===== src/rtl/tte_pkg.sv =====
// tte_pkg: constants shared by the tap tempo estimator.
// Holds register indexes, tempo mode codes and fixed arithmetic constants.
// No dependencies.
package tte_pkg;

  localparam int unsigned MaxIntervalsDefault = 16;

  // Field widths fixed by the interface
  localparam int unsigned TimeW  = 32;
  localparam int unsigned TempoW = 32;
  localparam int unsigned MeanW  = 13;
  localparam int unsigned UsedW  = 5;
  localparam int unsigned ModeW  = 2;
  localparam int unsigned WinW   = 5;
  localparam int unsigned DataW  = 32;
  localparam int unsigned AddrW  = 3;

  localparam int unsigned FracW    = 16;
  localparam int unsigned GapLimit = 5000;
  localparam int unsigned MsPerSec = 1000;
  localparam int unsigned MsPerMin = 60000;
  localparam int unsigned MaxGap   = GapLimit - 1;

  localparam logic [WinW-1:0] WindowReset = 5'd4;

  // Register index, taken from paddr[2]
  localparam logic REG_TEMPO_MODE = 1'b0;
  localparam logic REG_WINDOW     = 1'b1;

  localparam logic [ModeW-1:0] MODE_FREQ   = 2'd0;
  localparam logic [ModeW-1:0] MODE_PERIOD = 2'd1;
  localparam logic [ModeW-1:0] MODE_BPM    = 2'd2;

endpackage


===== src/rtl/tap_tempo_estimator.sv =====
// tap_tempo_estimator: tap tempo by moving average over a ring of tap times.
// Holds the tap history memory, a shared bit-serial restoring divider and an
// APB register port. Depends on tte_pkg.
//
// Channel   Dir  Handshake                      Payload
// tap       in   tap_valid_i / tap_ready_o      tap_time_ms_i
// result    out  result_valid_o / result_ready_i tempo_updated_o, tempo_value_o,
//                                                mean_interval_ms_o, intervals_used_o
// config    in   psel, penable, pwrite, pready  paddr, pwdata, prdata
//
// A tap that restarts the history or leaves fewer than two taps goes straight to the final state.
// A tap that updates the tempo reads the oldest tap time, forms the span, then divides with
// one divider shared for the mean (SPAN_W bit steps) and the tempo (QW steps);
// tempo mode three skips the tempo steps.
// Reset empties the history; memory contents are never read before written.
// A waiting result sits in the output register while the next tap is taken;
// a new result waits in the final state until that register is free.
module tap_tempo_estimator #(
  parameter int unsigned MAX_INTERVALS = tte_pkg::MaxIntervalsDefault
) (
  input  logic                         clk_i,
  input  logic                         rst_ni,
  input  logic                         tap_valid_i,
  output logic                         tap_ready_o,
  input  logic [tte_pkg::TimeW-1:0]    tap_time_ms_i,
  output logic                         result_valid_o,
  input  logic                         result_ready_i,
  output logic                         tempo_updated_o,
  output logic [tte_pkg::TempoW-1:0]   tempo_value_o,
  output logic [tte_pkg::MeanW-1:0]    mean_interval_ms_o,
  output logic [tte_pkg::UsedW-1:0]    intervals_used_o,
  input  logic                         psel,
  input  logic                         penable,
  input  logic                         pwrite,
  input  logic [tte_pkg::AddrW-1:0]    paddr,
  input  logic [tte_pkg::DataW-1:0]    pwdata,
  output logic [tte_pkg::DataW-1:0]    prdata,
  output logic                         pready
);

  localparam int unsigned DEPTH  = MAX_INTERVALS + 1;
  localparam int unsigned HEAD_W = $clog2(DEPTH);
  localparam int unsigned CNT_W  = $clog2(DEPTH + 1);
  localparam int unsigned SUM_W  = CNT_W + 1;
  localparam int unsigned SPAN_W = $clog2(tte_pkg::MaxGap * MAX_INTERVALS + 1);
  localparam int unsigned P1K_W  = $clog2(tte_pkg::MsPerSec * MAX_INTERVALS + 1);
  localparam int unsigned P60_W  = $clog2(tte_pkg::MsPerMin * MAX_INTERVALS + 1);
  localparam int unsigned DVS_W  = (SPAN_W > P1K_W) ? SPAN_W : P1K_W;
  localparam int unsigned NUM_B  = (P60_W > SPAN_W) ? P60_W : SPAN_W;
  localparam int unsigned NUM_W  = NUM_B + tte_pkg::FracW;
  localparam int unsigned QW     = (NUM_W > tte_pkg::TempoW) ? NUM_W : tte_pkg::TempoW + 1;
  localparam int unsigned DC_W   = $clog2(QW + 1);

  localparam logic [2:0] S_IDLE = 3'd0;
  localparam logic [2:0] S_READ = 3'd1;
  localparam logic [2:0] S_SPAN = 3'd2;
  localparam logic [2:0] S_DIVM = 3'd3;
  localparam logic [2:0] S_DIVT = 3'd4;
  localparam logic [2:0] S_DONE = 3'd5;

  // Configuration registers
  logic [tte_pkg::ModeW-1:0] mode_q;
  logic [tte_pkg::WinW-1:0]  win_q;
  logic                      cfg_we;

  assign pready = 1'b1;
  assign cfg_we = psel & penable & pwrite;
  assign prdata = (paddr[2] == tte_pkg::REG_TEMPO_MODE) ? tte_pkg::DataW'(mode_q)
                                                         : tte_pkg::DataW'(win_q);

  always_ff @(posedge clk_i or negedge rst_ni) begin
    if (!rst_ni) begin
      mode_q <= tte_pkg::MODE_FREQ;
      win_q  <= tte_pkg::WindowReset;
    end else if (cfg_we) begin
      unique case (paddr[2])
        tte_pkg::REG_TEMPO_MODE: mode_q <= pwdata[tte_pkg::ModeW-1:0];
        tte_pkg::REG_WINDOW:     win_q  <= pwdata[tte_pkg::WinW-1:0];
        default: ;
      endcase
    end
  end

  // Control and history state
  logic [2:0]              state_q, state_d;
  logic [HEAD_W-1:0]       head_q;
  logic [CNT_W-1:0]        cnt_q;
  logic [tte_pkg::TimeW-1:0] prev_q;
  logic [HEAD_W-1:0]       oldest_q;
  logic [tte_pkg::TimeW-1:0] rd_q;
  logic [SPAN_W-1:0]       span_q;
  logic [P1K_W-1:0]        p1k_q;
  logic [P60_W-1:0]        p60_q;

  // Result staging and output register
  logic                        upd_q;
  logic [tte_pkg::TempoW-1:0]  tempo_q;
  logic [tte_pkg::MeanW-1:0]   mean_q;
  logic [CNT_W-1:0]            n_q;

  // Divider
  logic [QW-1:0]     quo_q;
  logic [DVS_W-1:0]  rem_q;
  logic [DVS_W-1:0]  dvs_q;
  logic [DC_W-1:0]   dcnt_q;
  logic [DVS_W:0]    trial;
  logic              q_bit;
  logic [DVS_W-1:0]  rem_nx;

  logic [tte_pkg::TimeW-1:0] hist_mem [DEPTH];

  logic                       tap_acc;
  logic                       out_free;
  logic [tte_pkg::TimeW-1:0]  gap;
  logic                       restart;
  logic [HEAD_W-1:0]          head_nx;
  logic [CNT_W-1:0]           cnt_inc;
  logic [CNT_W-1:0]           keep;
  logic [CNT_W-1:0]           cnt_new;
  logic [SUM_W-1:0]           head_ext;
  logic [HEAD_W-1:0]          oldest_nx;
  logic                       win_full;
  logic [tte_pkg::TimeW-1:0]  span_w;
  logic [NUM_W-1:0]           tnum;
  logic [DVS_W-1:0]           tdvs;

  assign tap_ready_o = (state_q == S_IDLE);
  assign tap_acc     = tap_valid_i & tap_ready_o;
  assign out_free    = ~result_valid_o | result_ready_i;

  assign gap     = tap_time_ms_i - prev_q;
  assign restart = (gap == '0) || (gap >= tte_pkg::TimeW'(tte_pkg::GapLimit));
  assign head_nx = (head_q == HEAD_W'(DEPTH - 1)) ? '0 : head_q + 1'b1;
  assign cnt_inc = (cnt_q < CNT_W'(DEPTH)) ? cnt_q + 1'b1 : cnt_q;

  // Window of zero or beyond the ring means the whole ring
  assign win_full = (win_q == '0) || (32'(win_q) > 32'(MAX_INTERVALS));
  assign keep     = win_full ? CNT_W'(DEPTH) : CNT_W'(win_q) + 1'b1;
  assign cnt_new  = (cnt_inc > keep) ? keep : cnt_inc;

  assign head_ext  = SUM_W'(head_nx);
  assign oldest_nx = (head_ext >= SUM_W'(cnt_new))
                   ? HEAD_W'(head_ext - SUM_W'(cnt_new))
                   : HEAD_W'(head_ext + SUM_W'(DEPTH) - SUM_W'(cnt_new));

  // prev_q already holds the newest tap time
  assign span_w = prev_q - rd_q;

  always_comb begin
    unique case (mode_q)
      tte_pkg::MODE_PERIOD: begin
        tnum = NUM_W'({span_q, tte_pkg::FracW'(0)});
        tdvs = DVS_W'(p1k_q);
      end
      tte_pkg::MODE_BPM: begin
        tnum = NUM_W'({p60_q, tte_pkg::FracW'(0)});
        tdvs = DVS_W'(span_q);
      end
      default: begin
        tnum = NUM_W'({p1k_q, tte_pkg::FracW'(0)});
        tdvs = DVS_W'(span_q);
      end
    endcase
  end

  // One restoring step: shift in the next dividend bit, subtract if it fits
  assign trial  = {rem_q, quo_q[QW-1]};
  assign q_bit  = (trial >= {1'b0, dvs_q});
  assign rem_nx = q_bit ? DVS_W'(trial - {1'b0, dvs_q}) : DVS_W'(trial);

  always_comb begin
    state_d = state_q;
    unique case (state_q)
      S_IDLE: if (tap_acc) state_d = (!restart && cnt_new >= CNT_W'(2)) ? S_READ : S_DONE;
      S_READ: state_d = S_SPAN;
      S_SPAN: state_d = S_DIVM;
      S_DIVM: begin
        if (dcnt_q == '0) state_d = (mode_q == tte_pkg::MODE_FREQ ||
                                     mode_q == tte_pkg::MODE_PERIOD ||
                                     mode_q == tte_pkg::MODE_BPM) ? S_DIVT : S_DONE;
      end
      S_DIVT: if (dcnt_q == '0) state_d = S_DONE;
      S_DONE: if (out_free) state_d = S_IDLE;
      default: state_d = S_IDLE;
    endcase
  end

  always_ff @(posedge clk_i or negedge rst_ni) begin
    if (!rst_ni) begin
      state_q        <= S_IDLE;
      head_q         <= '0;
      cnt_q          <= '0;
      prev_q         <= '0;
      result_valid_o <= 1'b0;
    end else begin
      state_q <= state_d;
      if (tap_acc) begin
        prev_q <= tap_time_ms_i;
        if (restart) begin
          head_q <= HEAD_W'(1);
          cnt_q  <= CNT_W'(1);
        end else begin
          head_q <= head_nx;
          cnt_q  <= cnt_new;
        end
      end
      if (state_q == S_DONE && out_free) begin
        result_valid_o <= 1'b1;
      end else if (result_ready_i) begin
        result_valid_o <= 1'b0;
      end
    end
  end

  always_ff @(posedge clk_i) begin
    if (tap_acc) begin
      hist_mem[restart ? '0 : head_q] <= tap_time_ms_i;
    end
    if (state_q == S_READ) begin
      rd_q <= hist_mem[oldest_q];
    end
  end

  // Datapath and staging registers
  always_ff @(posedge clk_i) begin
    unique case (state_q)
      S_IDLE: begin
        oldest_q <= oldest_nx;
        upd_q    <= 1'b0;
        tempo_q  <= '0;
        mean_q   <= '0;
        n_q      <= '0;
        if (tap_acc && !restart && cnt_new >= CNT_W'(2)) begin
          upd_q <= 1'b1;
          n_q   <= cnt_new - 1'b1;
        end
      end
      S_READ: begin
        p1k_q <= P1K_W'(32'(n_q) * 32'(tte_pkg::MsPerSec));
        p60_q <= P60_W'(32'(n_q) * 32'(tte_pkg::MsPerMin));
      end
      S_SPAN: begin
        span_q <= SPAN_W'(span_w);
        quo_q  <= QW'(SPAN_W'(span_w)) << (QW - SPAN_W);
        rem_q  <= '0;
        dvs_q  <= DVS_W'(n_q);
        dcnt_q <= DC_W'(SPAN_W);
      end
      S_DIVM: begin
        if (dcnt_q != '0) begin
          quo_q  <= {quo_q[QW-2:0], q_bit};
          rem_q  <= rem_nx;
          dcnt_q <= dcnt_q - 1'b1;
        end else begin
          mean_q <= quo_q[tte_pkg::MeanW-1:0];
          quo_q  <= QW'(tnum);
          rem_q  <= '0;
          dvs_q  <= tdvs;
          dcnt_q <= DC_W'(QW);
        end
      end
      S_DIVT: begin
        if (dcnt_q != '0) begin
          quo_q  <= {quo_q[QW-2:0], q_bit};
          rem_q  <= rem_nx;
          dcnt_q <= dcnt_q - 1'b1;
        end else begin
          tempo_q <= (|quo_q[QW-1:tte_pkg::TempoW]) ? '1 : quo_q[tte_pkg::TempoW-1:0];
        end
      end
      default: ;
    endcase
  end

  always_ff @(posedge clk_i) begin
    if (state_q == S_DONE && out_free) begin
      tempo_updated_o    <= upd_q;
      tempo_value_o      <= tempo_q;
      mean_interval_ms_o <= mean_q;
      intervals_used_o   <= tte_pkg::UsedW'(n_q);
    end
  end

`ifndef SYNTHESIS
  a_ring_bounds: assert property (@(posedge clk_i) disable iff (!rst_ni)
    (cnt_q <= CNT_W'(DEPTH)) && (head_q < HEAD_W'(DEPTH)))
    else $error("history ring head or count out of range");

  a_busy_after_tap: assert property (@(posedge clk_i) disable iff (!rst_ni)
    tap_acc |=> !tap_ready_o)
    else $error("tap taken while previous tap still in flight");

  a_no_overwrite: assert property (@(posedge clk_i) disable iff (!rst_ni)
    (state_q == S_DONE && result_valid_o && !result_ready_i) |=> (state_q == S_DONE))
    else $error("result dropped while output register was full");

  a_rem_below_dvs: assert property (@(posedge clk_i) disable iff (!rst_ni)
    (state_q == S_DIVM || state_q == S_DIVT) |-> (rem_q < dvs_q))
    else $error("divider remainder not below divisor");

  a_mean_range: assert property (@(posedge clk_i) disable iff (!rst_ni)
    $rose(result_valid_o) |-> (mean_interval_ms_o < tte_pkg::MeanW'(tte_pkg::GapLimit)))
    else $error("mean interval beyond gap limit");
`endif

endmodule

===== config.mk =====
export PLATFORM = sky130hd
export DESIGN_NAME = tap_tempo_estimator
export DESIGN_NICKNAME = d
export VERILOG_FILES = /design/src/rtl/tte_pkg.sv /design/src/rtl/tap_tempo_estimator.sv
export SDC_FILE = /design/constraint.sdc
export NUM_CORES = 1
export LEC_CHECK = 0
export BUFFER_PORTS_ARGS = -buffer_cell sky130_fd_sc_hd__clkbuf_2
export CELL_PAD_IN_SITES_DETAIL_PLACEMENT = 0
export CELL_PAD_IN_SITES_GLOBAL_PLACEMENT = 1
export CORE_MARGIN = 4
export CORE_UTILIZATION = 46
export DETAILED_ROUTE_END_ITERATION = 7
export PLACE_DENSITY_LB_ADDON = 0.1
export SYNTH_ARGS = -nofsm -noshare
export SYNTH_HDL_FRONTEND = slang
export SYNTH_SLANG_ARGS = --single-unit

===== constraint.sdc =====
create_clock -name clk_i -period 5.5 [get_ports clk_i]
set_input_delay 1.1 -clock clk_i [delete_from_list [all_inputs] [get_ports clk_i]]
set_output_delay 1.1 -clock clk_i [all_outputs]
set_load 0.03 [all_outputs]

==> impl_metrics.py <==
metrics = {
    "run_status": {
        "status": "complete, no violations",
    },
    "clocking": {
        "worstSkewPairLatency_ns": 0.63,
        "post_cts_buffers": 0,
        "cts_tree": "done",
        "cts_root_buf": "clkbuf_16",
        "path_clk_slew_ns": 0.06,
        "numCtsBuffers": 61,
        "cts_sinks": 584,
        "htree_levels": 2,
        "clock_path_buffers": 3,
        "cts_resized": 0,
        "cts_hold_buffers": 0,
    },
    "logic_synthesis": {
        "yosysWarnings": 0,
        "yosysMostFrequentCell": "edfxtp_1",
        "netlist_instances": 2071,
        "async_flop_share_pct": 9.08,
        "ys_top_cells_by_count": "531 x edfxtp_1, 157 x nor2_1, 154 x inv_1, 132 x ha_1, 121 x nand2_1",
        "synth_area_leaders": "edfxtp_1 56%, mux4_2 6.7%, ha_1 5.8%",
        "yosys_register_bits": 584,
        "synth_edf_count": 531,
        "synth_area_leader_cell": "edfxtp_1",
        "synthSimpleGateAreaFrac_pct": 8.37,
        "synth_top_family_by_area": "multiplexers",
        "syn_area_per_cell_um2": 13.7,
        "synth_fa_ha_area_share_pct": 7.21,
        "synth_cell_types": 82,
        "synth_flop_cell": "edfxtp_1",
        "synth_compound_area_share_pct": 8.32,
        "synthMuxAreaShare_pct": 8.96,
        "seq_area_frac_synth_pct": 60.7,
        "synth_top_area_share_pct": 56.0,
        "synth_xor_area_share_pct": 2.49,
        "synth.cell_area_um2": 28500,
    },
    "timing": {
        "min_period_ns": 4.61,
        "setup_viol": 0,
        "report.final.slew_viol_count": 0,
        "max-slew-margin-rel_pct": 23.8,
        "finClkSkew_ns": 0.0250,
        "tightestPinTransition_ns": 1.14,
        "min_period_over_period_pct": 83.9,
        "fmax_ghz": 0.217,
        "hold_viol": 0,
        "setup_tns_ns": 0,
        "rsz0062_at_grt": "false",
    },
    "grt": {
        "grt_pass1_vias": 17100,
        "antenna_found_initial": 1,
        "grt_max_degree": 69,
        "track_usage_pct": 19.4,
        "grt_pass1_wl_um": 100000,
        "grt-ovfl-total": 0,
    },
    "setup_path": {
        "rrSetupSlack_ns": 1.05,
        "worstSetupStartpointType": "input pin",
        "crit_required_ns": 5.81,
        "worstSetupPathType": "input pin to flop",
        "arrival_ns": 4.92,
        "critPathMaxFanout": 32,
        "crit_path_end_kind": "flop",
    },
    "power_and_ir_drop": {
        "p_total_w": 0.0154,
        "p_per_area_nw_per_um2": 474,
        "p_leak_nw": 12.2,
        "vdd_drop_max_mv": 0.294,
    },
    "routing": {
        "drt-total-wl_um": 64500,
        "met1_length_um": 27800,
        "drt_iter0_drc": 1318,
        "wl_met3_um": 3010,
        "firstDrtPassIters": 5,
        "wl_per_cell_um": 21.2,
        "drc": 0,
        "top_layer_used": "met5",
        "vias": 16900,
        "wl_met2_um": 32400,
        "routed_via_density": 5.54,
        "ant_nets": 0,
    },
    "floorplanning": {
        "start_util_pct": 46.8,
        "die_y_um": 257,
        "die_w_um": 257,
        "coreArea_um2": 60800,
        "die_area_um2": 65900,
        "ios": 160,
        "core.rowCount": 90,
    },
    "final_layout": {
        "area_growth_pct": 14.3,
        "utilization_pct": 53.5,
        "final_layout_size_suffix_gt1_share_pct": 19.0,
        "n_antenna_cell": 0,
        "fillers": 5074,
        "layout.nets": 2438,
    },
    "run": {
        "drv_cap": 0,
    },
    "place": {
        "place_congestion": 0.866,
        "hpwl_um": 43700,
        "port_buffers": 102,
    },
    "min_path": {
        "hold_class": "flop to flop",
    },
}
## metal layers
layer / vias up / GRT usage (%)
li1: 8027 / -
met2: 378 / 33.5
met1: 8389 / 26.1
met3: 78 / 3.11
met4: 2 / 4.76
met5: - / 0
## worst paths after layout
kind / startpoint / endpoint / cells after the start
setup / recovery: tap_time_ms_i[0] / hist_mem[3][15] / 15
hold / removal: tempo_q[3] / tempo_value_o[3] / 0
setup reg to reg: prev_q[3] / hist_mem[3][15] / 14
hold reg to reg: tempo_q[3] / tempo_value_o[3] / 0
max in group asynchronous: rst_ni / win_q[0] / 2
min in group asynchronous: rst_ni / prev_q[16] / 2
## critical path: stages
cell      delay (ns)
clkbuf_2        0.15
inv_1           0.06
ha_1            0.21
nand2b_1        0.17
a211oi_1        0.32
o21a_1          0.50
a21oi_1         0.24
o2111a_1        0.31
nor2_1          0.08
or4b_1          0.45
nor4_1          0.31
nand4b_1        0.19
buf_12          0.23
nor4_4          0.32
buf_12          0.25
## state kept, by name, summed over array words and instances, names as in the netlist, 6 cells and up
signal	flops
tempo_value_o	32
rem_q	17
mean_interval_ms_o	13
hist_mem	289
rd_q	17
dcnt_q	6
span_q	17
dvs_q	17
p60_q	15
prev_q	32
tempo_q	32
quo_q	36
p1k_q	10
mean_q	13
## where the power goes
group	internal, W	leakage (nW)	total, W	switching [W]
Sequential	0.00567	5.55	0.00605	0.000379
Clock	0.00269	1.07	0.00443	0.00174
Combinational	0.00196	5.61	0.00493	0.00297
## placed cells by master, fill, tap and decap left out, drive strengths merged, types with 31 or more instances in the layout
cell	synthesis	layout
a21oi	82	82
buf	47	62
clkbuf	64	181
dfrtp	52	52
edfxtp	531	531
ha	132	132
inv	154	155
mux2i	32	32
mux4	85	85
nand2	121	121
nor2	157	157
nor3	31	31
o21ai	89	89
xnor2	51	51
## kinds of logic after synthesis
family,after synthesis
buffers and inverters,266
DFF,584
AOI/OAI and AO/OA,352
adders and majority gates,152
xor gates and xnor gates,81
and+or+nand+nor,489
other,2
muxes,145
## layout make-up
type	count	area, µm²	share of cell area (%)
clock inverters	36	514	1.58
well taps	782	978	3.01
multi-input cells	1247	10300	31.6
clock buffers	80	1690	5.19
repair buffers	163	1220	3.74
inverters	155	582	1.79
flip-flops and latches	584	17300	53.1
## per-stage QoR
stage,hold slack (ns),cell area (µm²),setup slack (ns),instances
finish,0.416,32600,0.887,3047
global route,0.421,32600,0.665,3047
CTS,0.419,32600,0.908,3047
detailed placement,0.405,30300,0.254,2931
global placement,0.406,30300,0.257,2931
floorplan,0.400,28600,0.0257,2097
Power figures use the tool's default switching activity.
